## config.mk

```make
export PLATFORM = sky130hd
export DESIGN_NAME = icl_iter_pipe
export DESIGN_NICKNAME = d
export VERILOG_FILES = /design/src/rtl/icl_iter_pipe.sv
export SDC_FILE = /design/constraint.sdc
export NUM_CORES = 1
export LEC_CHECK = 0
export BUFFER_PORTS_ARGS = -buffer_cell sky130_fd_sc_hd__buf_2
export CAP_MARGIN = 20
export CORE_MARGIN = 2
export CORE_UTILIZATION = 65
export CTS_BUF_LIST = sky130_fd_sc_hd__clkbuf_16
export CTS_CLUSTER_DIAMETER = 80
export CTS_CLUSTER_SIZE = 30
export DETAILED_ROUTE_END_ITERATION = 6
export HOLD_SLACK_MARGIN = 0.06
export PLACE_DENSITY = 0.83
export SLEW_MARGIN = 25
export SYNTH_ARGS = -nofsm -noshare
export SYNTH_HDL_FRONTEND = slang
export SYNTH_SLANG_ARGS = --single-unit
export TNS_END_PERCENT = 50
```

## constraint.sdc

```tcl
create_clock -name i_clk -period 6.6 [get_ports i_clk]
set_input_delay 1.98 -clock i_clk [delete_from_list [all_inputs] [get_ports i_clk]]
set_output_delay 1.98 -clock i_clk [all_outputs]
set_load 0.01 [all_outputs]
```

## src/rtl/icl_iter_pipe.sv

```systemverilog
// Pipelined restoring unit: one quotient or root bit per register stage.
// Used for the unsigned divisions and square roots of the current-limit unit.
// Self-contained; no package dependency.
module icl_iter_pipe #(
    parameter int IS_SQRT = 0,
    parameter int STEPS   = 8,
    parameter int OPW     = 8,
    parameter int DVW     = 8,
    parameter int SW      = 1
) (
    input  logic             i_clk,
    input  logic             i_rst_n,
    input  logic             i_en,
    input  logic             i_vld,
    input  logic [OPW-1:0]   i_op,
    input  logic [DVW-1:0]   i_den,
    input  logic [SW-1:0]    i_side,
    output logic             o_vld,
    output logic [STEPS-1:0] o_q,
    output logic [SW-1:0]    o_side
);

    localparam int RMW = (IS_SQRT != 0) ? STEPS + 2 : DVW + 1;
    localparam int SH  = (IS_SQRT != 0) ? 2 : 1;

    logic [STEPS-1:0] r_vld;
    logic [RMW-1:0]   r_rem  [STEPS];
    logic [STEPS-1:0] r_q    [STEPS];
    logic [OPW-1:0]   r_op   [STEPS];
    logic [DVW-1:0]   r_den  [STEPS];
    logic [SW-1:0]    r_side [STEPS];

    genvar k;
    for (k = 0; k < STEPS; k++) begin : g_step
        logic             prev_vld;
        logic [RMW-1:0]   prev_rem;
        logic [STEPS-1:0] prev_q;
        logic [OPW-1:0]   prev_op;
        logic [DVW-1:0]   prev_den;
        logic [SW-1:0]    prev_side;
        logic [RMW-1:0]   cand;
        logic [RMW-1:0]   trial;
        logic [RMW-1:0]   n_rem;
        logic             n_bit;

        if (k == 0) begin : g_first
            assign prev_vld  = i_vld;
            assign prev_rem  = '0;
            assign prev_q    = '0;
            assign prev_op   = i_op;
            assign prev_den  = i_den;
            assign prev_side = i_side;
        end else begin : g_next
            assign prev_vld  = r_vld[k-1];
            assign prev_rem  = r_rem[k-1];
            assign prev_q    = r_q[k-1];
            assign prev_op   = r_op[k-1];
            assign prev_den  = r_den[k-1];
            assign prev_side = r_side[k-1];
        end

        if (IS_SQRT != 0) begin : g_sqrt
            // Bring down two radicand bits and try (4 * root + 1).
            assign cand  = {prev_rem[RMW-3:0], prev_op[OPW-1 -: 2]};
            assign trial = {prev_q, 2'b01};
        end else begin : g_div
            assign cand  = {prev_rem[RMW-2:0], prev_op[OPW-1]};
            assign trial = {1'b0, prev_den};
        end

        assign n_bit = (cand >= trial);
        assign n_rem = n_bit ? (cand - trial) : cand;

        always_ff @(posedge i_clk) begin
            if (!i_rst_n) begin
                r_vld[k] <= 1'b0;
            end else if (i_en) begin
                r_vld[k] <= prev_vld;
            end
        end

        always_ff @(posedge i_clk) begin
            if (i_en) begin
                r_rem[k]  <= n_rem;
                r_q[k]    <= {prev_q[STEPS-2:0], n_bit};
                r_op[k]   <= prev_op << SH;
                r_den[k]  <= prev_den;
                r_side[k] <= prev_side;
            end
        end
    end

    assign o_vld  = r_vld[STEPS-1];
    assign o_q    = r_q[STEPS-1];
    assign o_side = r_side[STEPS-1];

endmodule

```

======== Word-level counts from Yosys, hierarchy flattened ========
Memory sizes are Yosys's and may differ from the RTL's.
Cells that the tools add are included.
Widths: inputs -> output; s select.
storage, ports and cells
  flip-flop bits (word level) ............. 8
  bits in writable memories ............... 264
  bits of input ports ..................... 21
  output and inout port bits .............. 10
  logic and storage cells ................. 39
  memories ................................ 5
memory list
  memory  words  bits a word  rd ports  clocked after memory_dff  wr ports  RTL line  text
  r_rem   8      9            7         0                         8         27        logic [RMW-1:0] r_rem [STEPS];
  r_den   8      8            7         0                         8         30        logic [DVW-1:0] r_den [STEPS];
  r_q     8      8            8         0                         8         28        logic [STEPS-1:0] r_q [STEPS];
  r_op    8      7            7         0                         8         29        logic [OPW-1:0] r_op [STEPS];
  r_side  8      1            8         0                         8         31        logic [SW-1:0] r_side [STEPS];
cells by class
  add/subtract/negate cells ............... 8
  $lt $le $gt $ge ......................... 8
  multiplexer cells ....................... 10
operator list
  kind         count
  $mux 9       8
  $ge 9x8->1   7
  $sub 9x8->9  7
  $sub 1x8->9  1
  $ge 1x8->1   1
  $mux 1       2

======== Longest topological paths before layout ========
An unclocked memory read counts as a cell.
  depth after elaboration ................. 3
  mapped depth ............................ 9
  depth with buffers taken out ............ 8

======== Worst setup path before layout ========
Ideal clock, no wire load.
  path type ............................... in2reg
  start ................................... in i_den[2]
  end ..................................... mem r_rem[0][2] (netlist bit), data pin
  library setup time ...................... 0.154 ns
  arrival ................................. 2.783 ns
  slack ................................... 3.663 ns
  cell stages on the path ................. 4
  buffers on the path ..................... 0
  cell sequence ........................... nor3_1 > and2_1 > o21a_1 > a21boi_0
RTL lines
  item             RTL line  text
  start, declared  16        input logic [DVW-1:0] i_den,
  end, declared    27

==> qor.yml <==
status: "finished clean"
place.gp.congestion: 0.8915
p_leak_nw: 4.180
cp.required_ns: 6.67
ys_warn_count: 0
fin_setup_tns_ns: 0
syn2layout_area_growth_pct: 9.638
cp.arrival_ns: 3.31
ys.flop_type: "edfxtp_1"
dp.cells: 844
slew-limit-headroom: 0.3395
totalWireLength_um: 14330
antenna_cells: 0
clk_pin_slew_ns: 0.07
die_area_mm2: 0.01531
finClkSkew_ns: 0.007888
fin_area_mm2: 0.01022
grt_max_degree: 115
final_layout_size_suffix_gt1_frac: 0.1595
min_period_ns: 3.244
hpwlAfterDp_um: 10050
path_buf_inv: 2
max-cap-violations: 0
critPathMaxFanout: 114
yosys.cell_count.top_type: "edfxtp_1"
die_x_um: 123.8
cp_top_family: "buffers and inverters"
die_h_um: 123.8
startpoint_type: "input port"
hold_depth: 0
dpl_cell_area_mm2: 0.009627
cts_hold_buf: 0
syn_nets: 728
avgRoutedWirePerCell_um: 16.35
num_vias: 5140
nNetsFinal: 768
clk_path_buf_depth: 2
synth.top_cells.by_count: "edfxtp_1, inv_1, ha_1"
clkLatencyLatePin_ns: 0.43
slowest_stage: "buf_6"
overflow: 0
grt_pass1_wl_um: 24330
r2r_cells: 5
synth.avg_cell_area_um2: 14.50
holdPathEnd: "r_q[1][21]$_DFFE_PP_"
reg2reg_to: "r_rem[2][6]$_DFFE_PP_"
cts.sink_count: 192
numCtsBuffers: 17
grt_pass1_vias: 5497
drt_first_iter_violations: 324
synthesis.area_mm2: 0.009321
routed_via_density: 5.868
ys_async_sr_fraction: 0
hold_violations: 0
cpPeakStageDelay_ns: 0.70
ctsResizeCount: 0
synth_top_area_cell: "edfxtp_1"
power_density_mw_per_mm2: 371.9
rows: 43
ys_ff_latch: 192
antenna_found_initial: 0
stdcell_count: 876
yosysSeqAreaShare: 0.6099
design.core.area_mm2: 0.01393
hold_class: "reg -> reg"
cts-root-buf: "clkbuf_16"
rsz0062_at_grt: "no"
start_util: 0.6689
ant_nets: 0
r2r-start: "r_rem[1][5]$_DFFE_PP_"
io_buffers: 30
cts_tree: "built"
dr.pass1.iters: 5
synthTopCellsByArea: "edfxtp_1, ha_1, mux2_4"
finish.utilization: 0.7334
synth_enable_flop_cells: 184
ys_types: 46
finalMaxSlewViolations: 0
netlist_instances: 643
endpoint_kind: "flip-flop"
max_freq_mhz: 308.3
grtUsageTotal: 0.2105
irDropWorstVdd_mv: 0.2405
criticalPathCategory: "in -> reg"
reg2reg_slack_ns: 3.94
netlist.area_leader.share: 0.5928
drc_errors: 0
io_pins: 31
cts_setup_buffers: 0
setup_viol: 0
hold_ws_ns: 0.4149
tightest_slew_ns: 0.9907
hold_start: "r_q[1][12]$_DFFE_PP_"
path_cells: "buf_6 -> buf_4"
h-tree-depth: 4
finalCritPeriodShare: 0.4915
-- flip-flops by register name, indices dropped and copies added, names as in the netlist --
register,flops
r_den,56
o_vld,1
g_step.prev_vld,7
r_q,36
r_rem,56
r_op,28
r_side,8
-- cell type report --
cell class                 instances  area, um^2
fill                             876        3715
inverter                          78       292.8
sequential                       192        5685
tap                              180       225.2
clock inverter                    15       167.7
clock buffer                      17       425.4
multi-input combinational        362        3252
timing repair buffer              32       171.4
-- how the worst max path moves through the flow --
stage / slack (ns) / depth (start not counted) / startpoint / to
after floorplan: 3.66 / 4 / i_den[2] / r_rem[0][2]$_SDFFCE_PP0P_
after global placement: 2.91 / 2 / i_en / r_den[6][1]$_DFFE_PP_
after detailed placement: 2.88 / 2 / i_en / r_rem[6][0]$_DFFE_PP_
after CTS: 3.34 / 2 / i_en / r_rem[5][1]$_DFFE_PP_
after global routing: 3.23 / 2 / i_en / r_den[6][1]$_DFFE_PP_
final: 3.36 / 2 / i_en / r_den[6][4]$_DFFE_PP_
-- metal layers --
| layer | track usage | vias up | part of all wire |
|---|---|---|---|
| li1 | - | 2499 | - |
| met1 | 0.2046 | 2482 | 0.36 |
| met2 | 0.4090 | 121 | 0.57 |
| met3 | 0.04533 | 38 | 0.034 |
| met4 | 0.1122 | 0 | 0.031 |
| met5 | 0 | - | 0 |
-- cells in the final DEF, fill, tap and decap left out, drive strengths merged, types with 2 or more instances in the layout --
master / instances
and3: 6
nor4: 5
o21a: 13
inv: 82
xnor2: 18
o311a: 6
a211oi: 12
nor2: 25
clkbuf: 17
ha: 58
a21boi: 3
a2111oi: 7
o21ai: 9
and2: 2
clkinv: 7
a211o: 10
buf: 32
nand2: 7
fa: 6
mux2: 36
dfxtp: 8
a21o: 21
nand3: 12
a311o: 4
nand2b: 13
nor3: 24
nor2b: 15
a21oi: 15
edfxtp: 184
bufinv: 3
mux2i: 21
o31a: 6
-- power by group --
part	total [W]	switching (W)	internal, W	leakage, nW
logic	0.00112	0.000544	0.000579	2.04
clock network	0.00102	0.000430	0.000594	0.291
registers	0.00165	0.0000780	0.00157	1.85
total	0.00380	0.00105	0.00275	4.18
-- cells by family after synthesis --
| group | Yosys count | share of synthesized area |
|---|---|---|
| xor+xnor | 18 | 0.01691 |
| fa+ha+maj | 64 | 0.09074 |
| simple gates | 114 | 0.06470 |
| buf+inv | 89 | 0.04121 |
| mux | 57 | 0.08054 |
| compound gates | 109 | 0.09597 |
| flops | 192 | 0.6099 |
-- per-stage QoR --
stage                     setup WS (ns)  total power (W)
after floorplan                   3.663         0.002584
after global placement            2.914         0.002707
after detailed placement          2.882         0.002784
after CTS                         3.342         0.003813
after global routing              3.233         0.003995
final                             3.356         0.003801
-- worst register-to-register path, stage by stage, from the launching register on --
cell,delay [ns]
edfxtp_1,0.41
ha_1,0.42
a21o_1,0.29
a2111oi_4,0.35
o21a_1,0.57
mux2_4,0.36
Power figures use the tool's default switching activity.
